`src/hw/rtl/i2cbl_pkg.sv`:
```
// Shared types and codes for the I2C bit-level master line sequencer.
package i2cbl_pkg;

    // Command codes as they arrive on the input stream.
    localparam logic [2:0] MODE_START     = 3'd0;
    localparam logic [2:0] MODE_STOP      = 3'd1;
    localparam logic [2:0] MODE_SEND_BYTE = 3'd2;
    localparam logic [2:0] MODE_RECV_BYTE = 3'd3;
    localparam logic [2:0] MODE_SEND_ACK  = 3'd4;
    localparam logic [2:0] MODE_RECV_ACK  = 3'd5;

    // Line action codes on the output stream.
    localparam logic [1:0] ACT_SCL    = 2'd0;
    localparam logic [1:0] ACT_SDA    = 2'd1;
    localparam logic [1:0] ACT_SAMPLE = 2'd2;

    // Index of the last bit of a byte.
    localparam logic [2:0] LAST_BIT = 3'd7;

    // Decoded command kind.
    typedef enum logic [5:0] {
        K_START     = 6'b000001,
        K_STOP      = 6'b000010,
        K_SEND_BYTE = 6'b000100,
        K_RECV_BYTE = 6'b001000,
        K_SEND_ACK  = 6'b010000,
        K_RECV_ACK  = 6'b100000
    } cmd_kind_t;

    // One queued command: the byte is tx_byte for send byte, sda_samples otherwise.
    typedef struct packed {
        cmd_kind_t  kind;
        logic [7:0] data;
        logic       ack_bit;
    } cmd_t;

    // Head of the command queue as seen by the sequencer.
    typedef struct packed {
        logic valid;
        cmd_t cmd;
    } q_head_t;

endpackage

```
`src/hw/rtl/i2cbl_front.sv`:
```
// Command front end: accepts, classifies and queues commands.
module i2cbl_front
    import i2cbl_pkg::*;
(
    input  logic        clk,
    input  logic        rst_n,
    input  logic        s_tvalid,
    output logic        s_tready,
    input  logic [2:0]  s_tuser,
    input  logic [23:0] s_tdata,
    output q_head_t     head,
    input  logic        pop
);

    cmd_t       entry_reg [2];
    logic       wr_ptr_reg, wr_ptr_next;
    logic       rd_ptr_reg, rd_ptr_next;
    logic [1:0] cnt_reg, cnt_next;

    cmd_t       in_cmd;
    logic       keep;
    logic       push;

    // Decode the mode; unused modes are accepted and dropped.
    always_comb
    begin
        in_cmd.kind    = K_START;
        in_cmd.data    = s_tdata[16:9];
        in_cmd.ack_bit = s_tdata[8];
        keep           = 1'b1;
        case (s_tuser)
            MODE_START:     in_cmd.kind = K_START;
            MODE_STOP:      in_cmd.kind = K_STOP;
            MODE_SEND_BYTE:
            begin
                in_cmd.kind = K_SEND_BYTE;
                in_cmd.data = s_tdata[7:0];
            end
            MODE_RECV_BYTE: in_cmd.kind = K_RECV_BYTE;
            MODE_SEND_ACK:  in_cmd.kind = K_SEND_ACK;
            MODE_RECV_ACK:  in_cmd.kind = K_RECV_ACK;
            default:        keep = 1'b0;
        endcase
    end

    assign s_tready = (cnt_reg != 2'd2);
    assign push     = s_tvalid && s_tready && keep;

    // Queue pointer and fill count update.
    always_comb
    begin
        wr_ptr_next = push ? ~wr_ptr_reg : wr_ptr_reg;
        rd_ptr_next = pop ? ~rd_ptr_reg : rd_ptr_reg;
        cnt_next    = cnt_reg + {1'b0, push} - {1'b0, pop};
    end

    always_ff @(posedge clk or negedge rst_n)
    begin
        if (!rst_n)
        begin
            wr_ptr_reg <= 1'b0;
            rd_ptr_reg <= 1'b0;
            cnt_reg    <= 2'd0;
        end
        else
        begin
            wr_ptr_reg <= wr_ptr_next;
            rd_ptr_reg <= rd_ptr_next;
            cnt_reg    <= cnt_next;
        end
    end

    // Queue storage.
    always_ff @(posedge clk)
    begin
        if (push)
        begin
            entry_reg[wr_ptr_reg] <= in_cmd;
        end
    end

    assign head.valid = (cnt_reg != 2'd0);
    assign head.cmd   = entry_reg[rd_ptr_reg];

endmodule

```
`src/hw/rtl/i2cbl_back.sv`:
```
// Line sequencer: steps through the actions of the queued command.
module i2cbl_back
    import i2cbl_pkg::*;
(
    input  logic       clk,
    input  logic       rst_n,
    input  q_head_t    head,
    output logic       pop,
    output logic       m_tvalid,
    input  logic       m_tready,
    output logic [1:0] act,
    output logic       level,
    output logic [7:0] rx_byte,
    output logic       ack_in,
    output logic       m_tlast
);

    logic [1:0] phase_reg, phase_next;
    logic [2:0] bit_reg, bit_next;
    logic       out_valid_reg;
    logic [1:0] act_reg;
    logic       level_reg;
    logic [7:0] rx_reg;
    logic       ack_reg;
    logic       last_reg;

    logic [1:0] cur_act;
    logic       cur_lvl;
    logic       fin;
    logic       load;
    logic       cur_bit;

    assign load    = head.valid && (!out_valid_reg || m_tready);
    assign cur_bit = head.cmd.data[LAST_BIT - bit_reg];

    // Action for the current step of the command.
    always_comb
    begin
        cur_act    = ACT_SCL;
        cur_lvl    = 1'b0;
        fin        = 1'b0;
        phase_next = phase_reg + 2'd1;
        bit_next   = bit_reg;
        case (head.cmd.kind)
            K_START:
            begin
                cur_act = phase_reg[0] ? ACT_SCL : ACT_SDA;
                cur_lvl = ~phase_reg[1];
                fin     = (phase_reg == 2'd3);
            end
            K_STOP:
            begin
                cur_act = (phase_reg == 2'd1) ? ACT_SCL : ACT_SDA;
                cur_lvl = (phase_reg != 2'd0);
                fin     = (phase_reg == 2'd2);
            end
            K_SEND_BYTE:
            begin
                cur_act = (phase_reg == 2'd0) ? ACT_SDA : ACT_SCL;
                cur_lvl = (phase_reg == 2'd0) ? cur_bit : (phase_reg == 2'd1);
                if (phase_reg == 2'd2)
                begin
                    fin        = (bit_reg == LAST_BIT);
                    phase_next = 2'd0;
                    bit_next   = bit_reg + 3'd1;
                end
            end
            K_RECV_BYTE:
            begin
                // The release of SDA happens once, then SCL high, sample, SCL low per bit.
                case (phase_reg)
                    2'd0:
                    begin
                        cur_act = ACT_SDA;
                        cur_lvl = 1'b1;
                    end
                    2'd1:
                    begin
                        cur_act = ACT_SCL;
                        cur_lvl = 1'b1;
                    end
                    2'd2:
                    begin
                        cur_act = ACT_SAMPLE;
                        cur_lvl = cur_bit;
                    end
                    default:
                    begin
                        cur_act    = ACT_SCL;
                        cur_lvl    = 1'b0;
                        fin        = (bit_reg == LAST_BIT);
                        phase_next = 2'd1;
                        bit_next   = bit_reg + 3'd1;
                    end
                endcase
            end
            K_SEND_ACK:
            begin
                cur_act = (phase_reg == 2'd0) ? ACT_SDA : ACT_SCL;
                cur_lvl = (phase_reg == 2'd0) ? head.cmd.ack_bit : (phase_reg == 2'd1);
                fin     = (phase_reg == 2'd2);
            end
            K_RECV_ACK:
            begin
                case (phase_reg)
                    2'd0:    cur_act = ACT_SDA;
                    2'd2:    cur_act = ACT_SAMPLE;
                    default: cur_act = ACT_SCL;
                endcase
                cur_lvl = (phase_reg == 2'd2) ? head.cmd.data[7] : (phase_reg != 2'd3);
                fin     = (phase_reg == 2'd3);
            end
            default:
            begin
                fin = 1'b1;
            end
        endcase
        if (fin)
        begin
            phase_next = 2'd0;
            bit_next   = 3'd0;
        end
    end

    assign pop = load && fin;

    // Step counters and output valid.
    always_ff @(posedge clk or negedge rst_n)
    begin
        if (!rst_n)
        begin
            phase_reg     <= 2'd0;
            bit_reg       <= 3'd0;
            out_valid_reg <= 1'b0;
        end
        else
        begin
            if (load)
            begin
                phase_reg     <= phase_next;
                bit_reg       <= bit_next;
                out_valid_reg <= 1'b1;
            end
            else if (m_tready)
            begin
                out_valid_reg <= 1'b0;
            end
        end
    end

    // Output payload register.
    always_ff @(posedge clk)
    begin
        if (load)
        begin
            act_reg   <= cur_act;
            level_reg <= cur_lvl;
            rx_reg    <= (fin && head.cmd.kind == K_RECV_BYTE) ? head.cmd.data : 8'd0;
            ack_reg   <= fin && (head.cmd.kind == K_RECV_ACK) && head.cmd.data[7];
            last_reg  <= fin;
        end
    end

    assign m_tvalid = out_valid_reg;
    assign act      = act_reg;
    assign level    = level_reg;
    assign rx_byte  = rx_reg;
    assign ack_in   = ack_reg;
    assign m_tlast  = last_reg;

endmodule

```
`src/hw/rtl/i2c_bit_level_master.sv`:
```
// Top level of the I2C bit-level master line sequencer.
//
// Channel  Dir  Width             Contents
// s_*      in   tuser 3, data 24  command transfer: mode, tx_byte, ack_out, sda_samples
// m_*      out  tuser 2, data 16  line action transfer: action, level, rx_byte, ack_in, last
//
// A command produces as many line actions as its kind has: 4 start, 3 stop, 24 send byte,
// 25 receive byte, 3 send ack, 4 receive ack; the sequencer emits one action per cycle
// while the sink does not stall. Unused modes are accepted and produce nothing.
// A two-entry command queue lets new commands enter while the sequencer is busy, and the
// output register holds an action while the sink stalls.
// Reset clears the queue, the step counters and the output valid.
module i2c_bit_level_master
    import i2cbl_pkg::*;
(
    input  logic        clk,
    input  logic        rst_n,
    input  logic        s_tvalid,
    output logic        s_tready,
    input  logic [2:0]  s_tuser,   // mode
    input  logic [23:0] s_tdata,   // tx_byte[7:0], ack_out[8], sda_samples[16:9], zero pad
    output logic        m_tvalid,
    input  logic        m_tready,
    output logic [1:0]  m_tuser,   // action
    output logic [15:0] m_tdata,   // level[0], rx_byte[8:1], ack_in[9], zero pad
    output logic        m_tlast
);

    q_head_t    head;
    logic       pop;
    logic       level;
    logic [7:0] rx_byte;
    logic       ack_in;

    // Front end and command queue.
    i2cbl_front u_front (
        .clk      (clk),
        .rst_n    (rst_n),
        .s_tvalid (s_tvalid),
        .s_tready (s_tready),
        .s_tuser  (s_tuser),
        .s_tdata  (s_tdata),
        .head     (head),
        .pop      (pop)
    );

    // Line sequencer.
    i2cbl_back u_back (
        .clk      (clk),
        .rst_n    (rst_n),
        .head     (head),
        .pop      (pop),
        .m_tvalid (m_tvalid),
        .m_tready (m_tready),
        .act      (m_tuser),
        .level    (level),
        .rx_byte  (rx_byte),
        .ack_in   (ack_in),
        .m_tlast  (m_tlast)
    );

    assign m_tdata = {6'd0, ack_in, rx_byte, level};

`ifndef SYNTHESIS
    // A full queue always presents a command to the sequencer.
    assert property (@(posedge clk) disable iff (!rst_n) !s_tready |-> head.valid)
        else $error("queue full without a head command");

    // Received data is reported only on the last action of a command.
    assert property (@(posedge clk) disable iff (!rst_n)
        (m_tvalid && !m_tlast) |-> (m_tdata[9:1] == 9'd0))
        else $error("receive data outside the last action");

    // Only defined line actions appear.
    assert property (@(posedge clk) disable iff (!rst_n)
        m_tvalid |-> (m_tuser != 2'd3))
        else $error("undefined line action");

    // A set ack bit appears only on the final SCL low action of a command.
    assert property (@(posedge clk) disable iff (!rst_n)
        (m_tvalid && m_tdata[9]) |-> (m_tlast && m_tuser == ACT_SCL))
        else $error("ack reported off the final SCL low action");
`endif

endmodule

```
`config.mk`:
```
export PLATFORM = sky130hd
export DESIGN_NAME = i2c_bit_level_master
export DESIGN_NICKNAME = d
export VERILOG_FILES = /design/src/hw/rtl/i2cbl_pkg.sv /design/src/hw/rtl/i2cbl_front.sv /design/src/hw/rtl/i2cbl_back.sv /design/src/hw/rtl/i2c_bit_level_master.sv
export SDC_FILE = /design/constraint.sdc
export NUM_CORES = 1
export LEC_CHECK = 0
export ABC_CLOCK_PERIOD_IN_PS = 2700
export BUFFER_PORTS_ARGS = -buffer_cell sky130_fd_sc_hd__buf_2
export CAP_MARGIN = 10
export CORE_MARGIN = 2
export CORE_UTILIZATION = 50
export CTS_CLUSTER_DIAMETER = 80
export DETAILED_ROUTE_END_ITERATION = 8
export PLACE_DENSITY = 0.76
export REMOVE_ABC_BUFFERS = 1
export SETUP_SLACK_MARGIN = 0.05
export SLEW_MARGIN = 20
export SYNTH_ARGS = -nofsm -noshare
export SYNTH_HDL_FRONTEND = slang
export SYNTH_SLANG_ARGS = --single-unit
```
`constraint.sdc`:
```
create_clock -name clk -period 2.7 [get_ports clk]
set_input_delay 0.405 -clock clk [delete_from_list [all_inputs] [get_ports clk]]
set_output_delay 0.405 -clock clk [all_outputs]
set_load 0.01 [all_outputs]
```
# After elaboration in Yosys (flattened, before gate mapping)
# Memories as Yosys holds them, arrays and structs flattened.
# Cells that the tools add are included.
# op_classes
n_reduce_logical	23
n_eq_ne	19
n_mux	30
bitwise_logic	3
order_cmp	1
n_addsub	5
# ops
op	n
case mux 6 bit (5 select lines)	1
two-way mux 1 bit	14
OR reduction 2 bit	5
== test 3 bit (second input constant)	3
two-way mux 3 bit	3
two-way mux 8 bit	1
case mux 2 bit (2 select lines)	2
case mux 2 bit (4 select lines)	1
logical AND 1 bit	7
== test 3 x 2 -> 1 bit (second input constant)	2
== test 6 x 1 -> 1 bit (second input constant)	1
== test 6 x 2 -> 1 bit (second input constant)	1
== test 6 x 3 -> 1 bit (second input constant)	1
== test 6 x 4 -> 1 bit (second input constant)	1
== test 6 x 5 -> 1 bit (second input constant)	1
== test 6 bit (second input constant)	1
two-way mux 2 bit	3
case mux 1 bit (6 select lines)	1
case mux 3 bit (2 select lines)	1
nonzero test 2 bit	3
OR reduction 6 bit	1
== test 2 bit (second input constant)	2
less-than comparator 3 x 4 -> 1 bit (second input constant)	1
!= test 2 bit (second input constant)	2
20 further kinds	22
# totals
memories	1
out_inout_bits	21
register_bits	23
in_bits	31
word_cells	93
ramBits	30
# mem_list
memory	words	width	read_ports	rd_ports_with_merged_regs	write_ports	line_no	rtl
u_front.entry_reg	2	15	1	0	1	i2cbl_front.sv:15	cmd_t entry_reg [2];

# Logic depth before layout (Yosys ltp)
# logic_depth
ltp_word	6
mapped_depth	12
mapped_depth_nobuf	10

# Modules after synthesis
# A second synthesis with hierarchy kept.
# hier_totals
cells_unflattened	203
area_unflattened_um2	2775.2
# modules_own_cells
module	seq_area_each_um2	n_inst	area_each_um2	cells_per_inst
i2cbl_front	1001.0	1	1438.9	81
i2cbl_back	540.5	1	1272.5	113
i2c_bit_level_master	0.0	1	63.8	9

# Worst setup path after synthesis
# Ideal clock, no wire load.
# synth_path
path_type	flip-flop to flip-flop
startpoint	register u_front.rd_ptr_reg
endpoint	register u_front.cnt_reg[1]
path_buffers	1
arrival_ns	2.496
t_required_ns	2.577
path_stages_with_launch	12
period_less_slack_ns	2.619
slack_ns	0.081
path_cell_list	dfrtp_1 > buf_4 > or3b_1 > a222oi_1 > a21oi_1 > a22oi_4 > a21oi_4 > ha_1 > inv_1 > ha_1 > xnor2_1 > xnor2_1
# synth_via
elab_chain_cells	6
elab_cells_between_ends	12
classes_between	1 x add/sub; 6 x eq/ne; 1 x mux; 3 x reduce/logical; 1 x memory
# synth_rtl
element	line_no	rtl
start: declaration	i2cbl_front.sv:17	logic rd_ptr_reg, rd_ptr_next;
start signal: assignment	i2cbl_front.sv:68	rd_ptr_reg <= rd_ptr_next;
memory (2 x 15 bit) *	-	
== test 6 x 1 -> 1 bit (tied with other cells)	i2cbl_back.sv:44	case (head.cmd.kind)
OR reduction 2 bit (no source line)	-	
case mux 1 bit (4 select lines) *	i2cbl_back.sv:44	
logical AND 1 bit *	i2cbl_back.sv:125	assign pop = load && fin;
net pop	i2c_bit_level_master.sv:30	logic pop;
subtractor 2 x 1 -> 2 bit *	i2cbl_front.sv:54	cnt_next = cnt_reg + {1'b0, push} - {1'b0, pop};
net u_front.cnt_next[1]	i2cbl_front.sv:18	logic [1:0] cnt_reg, cnt_next;
end signal: assignment	i2cbl_front.sv:69	cnt_reg <= cnt_next;
end: declaration	i2cbl_front.sv:18	
# Mark *: on every way through the listed nets, which the timed path passes. The rest lies on a longest branch.
# A chain may end at the register's enable or synchronous reset.

# Final worst setup path
# Same ends and word-level chain as after synthesis.

==> impl_metrics.env <==
export IMPL_status="finished clean"
export IMPL_postSynthAreaPerCell_um2=12.81
export IMPL_numPortBuffers=38
export IMPL_routed_wl_um=5572
export IMPL_die_area_mm2=0.006360
export IMPL_crit_arrival_ns=2.87
export IMPL_drtIter0Drc=137
export IMPL_rr_worst_depth=12
export IMPL_grtUsageTotal_pct=18.24
export IMPL_cp_required_ns=2.90
export IMPL_fin_crit_sh_pct=99.09
export IMPL_powerDensity_mw_per_mm2=832.8
export IMPL_gp_congestion=0.8340
export IMPL_crit_path_max_fanout=7
export IMPL_slew_headroom_pct=57.76
export IMPL_die_w_um=79.75
export IMPL_worst_pin_slew_ns=0.6270
export IMPL_dr_pass1_iters=8
export IMPL_synth_edf_count=43
export IMPL_viasPerCell=5.384
export IMPL_rsz0062_at_grt="yes"
export IMPL_drc_errors=0
export IMPL_hold_viol_final=0
export IMPL_final_common_cell="edfxtp_1"
export IMPL_grt_max_degree=19
export IMPL_largest_reg_flops=30
export IMPL_cp_start_kind="register"
export IMPL_via_count=1976
export IMPL_crit_path_end_kind="register"
export IMPL_yosys_area_share_xor_xnor_pct=2.442
export IMPL_drive_above_1_share_pct=36.27
export IMPL_antenna_found_initial=0
export IMPL_die_h_um=79.75
export IMPL_gr_total_overflow=0
export IMPL_maxCapViolCount=0
export IMPL_io_pins=52
export IMPL_layout_nets=338
export IMPL_slew_violations=0
export IMPL_start_util_pct=51.78
export IMPL_clock_path_buffers=2
export IMPL_yosys_warnings=0
export IMPL_design_area_mm2=0.003497
export IMPL_wl_met2_um=2890
export IMPL_setup_viol_count_final=0
export IMPL_synth_distinct_cells=44
export IMPL_hold_path_depth=1
export IMPL_synth_area_mux_share_pct=11.64
export IMPL_syn_inst=224
export IMPL_synth_compound_area_share_pct=9.812
export IMPL_clock_sinks=53
export IMPL_diodes=0
export IMPL_core_mm2=0.005540
export IMPL_hp_class="primary input to register"
export IMPL_dp_hpwl_um=4020
export IMPL_finalSetupTns_ns=0
export IMPL_ys_seq_area_share_pct=53.73
export IMPL_max_vdd_ir_drop_uv=455.7
export IMPL_fin_skew_ns=0.01041
export IMPL_synth_top_family_by_area="simple AND/OR/NAND/NOR gates"
export IMPL_insertion_delay_ns=0.30
export IMPL_grt_pass1_wl_um=8838
export IMPL_htree_levels=2
export IMPL_area_delta_synth_final_pct=21.89
export IMPL_min_period_ns=2.675
export IMPL_ys_seq_elements=53
export IMPL_async_flop_share_pct=18.87
export IMPL_yosys_area_share_simple_pct=12.39
export IMPL_clock_fmax_mhz=373.8
export IMPL_wl_per_cell_um=15.18
export IMPL_highest_layer="met4"
export IMPL_critPathKind="register to register"
export IMPL_ys_flop_type="edfxtp_1"
export IMPL_layout_common_cells="edfxtp_1, buf_2, buf_4"
export IMPL_root_buffer="clkbuf_8"
export IMPL_drt_met1_wl_um=2387
export IMPL_synth_fa_ha_area_share_pct=5.669
export IMPL_synthesis_area_mm2=0.002869
export IMPL_grt_pass1_vias=1941
export IMPL_place_area_mm2=0.003266
export IMPL_numCtsBuffers=5
export IMPL_met3WireLength_um=225
export IMPL_rows=27
export IMPL_cts_tree="done"
export IMPL_ant_nets=0
export IMPL_leakagePower_nw=1.419
export IMPL_clk_pin_slew_ns=0.10
[worst paths after layout]
| path | startpoint | to | slack [ns] |
|---|---|---|---|
| max reg2reg | u_front.rd_ptr_reg$_DFFE_PN0P_ | u_front.cnt_reg[1]$_DFF_PN0_ | 0.02 |
| max in group asynchronous | rst_n | u_front.rd_ptr_reg$_DFFE_PN0P_ | 2.03 |
| max | u_front.rd_ptr_reg$_DFFE_PN0P_ | u_front.cnt_reg[1]$_DFF_PN0_ | 0.02 |
| min reg2reg | u_front.wr_ptr_reg$_DFFE_PN0P_ | u_front.wr_ptr_reg$_DFFE_PN0P_ | 0.51 |
| min in group asynchronous | rst_n | u_front.wr_ptr_reg$_DFFE_PN0P_ | 0.47 |
| min | s_tdata[8] | u_front.entry_reg[1][0]$_DFFE_PP_ | 0.31 |
[synth_stat cells, types with 4 or more instances]
cell type,number,share of area (%)
xnor2_1,7,2.1
mux2_2,9,3.5
ha_1,13,5.7
inv_1,10,1.3
buf_4,9,2.4
edfxtp_1,43,45
nor2_1,13,1.7
mux4_2,5,3.9
mux2i_1,12,4.2
dfrtp_1,10,8.7
nor3b_1,5,1.3
o22ai_1,5,1.1
or3b_1,6,1.8
nand3b_1,5,1.3
o21ai_0,4,0.70
nand2_1,21,2.7
[critical path, stage by stage, from the launching register on]
cell and delay [ns]:
dfrtp_2 0.47, buf_6 0.14, or3b_4 0.37, a222oi_1 0.29, buf_4 0.20, a31oi_4 0.04, a22oi_4 0.20, a21oi_4 0.08
ha_1 0.31, inv_2 0.04, ha_4 0.15, xnor2_2 0.14, xnor2_1 0.12
[repair_timing]
| item | in CTS | in global routing |
|---|---|---|
| buffers inserted | 5 | 2 |
| setup endpoints to repair | 1 | 2 |
| hold endpoints to repair | 10 | 0 |
| resized for setup | 9 | 7 |
| hold buffers | 1 | 0 |
| pin swaps | 10 | 11 |
[power breakdown]
| part | internal [mW] | switching [mW] | leakage, nW | total [mW] |
|---|---|---|---|---|
| Sequential | 1.12 | 0.108 | 0.535 | 1.23 |
| Combinational | 0.593 | 0.640 | 0.840 | 1.23 |
| Clock | 0.188 | 0.265 | 0.0447 | 0.452 |
| Total | 1.90 | 1.01 | 1.42 | 2.91 |
[final cells by class]
type,count,area (µm²)
Inverter,10,37.54
Clock inverter,3,25.02
Clock buffer,5,68.82
Fill cell,430,2043
Tap cell,72,90.09
Multi-Input combinational cell,154,1296
Timing Repair Buffer,70,436.7
Sequential cell,53,1543
[cell families after synthesis]
| family | after synthesis |
|---|---|
| buf+inv | 22 |
| other cells | 1 |
| fa+ha+maj | 13 |
| mux | 26 |
| xor+xnor | 8 |
| compound gates | 35 |
| simple gates | 66 |
| flops | 53 |
[layer usage]
metal	vias up	track usage (%)
met3	6	3.167
met2	56	33.28
met1	940	21.95
met5	-	0
li1	974	-
met4	0	5.593
[stage by stage]
step | hold WS, ns | power [mW] | std cells | util, % | worst slack [ns]
finish | 0.3069 | 2.913 | 367 | 63.12 | 0.02452
global route | 0.2864 | 3.094 | 367 | 63.12 | -0.07647
CTS | 0.2933 | 2.859 | 365 | 62.35 | 0.04823
detailed placement | 0.2798 | 2.310 | 351 | 58.94 | -0.04855
global placement | 0.2747 | 2.284 | 351 | 58.94 | -0.03427
floorplan | 0.1094 | 1.918 | 217 | - | -0.7544
Power figures use the tool's default switching activity.
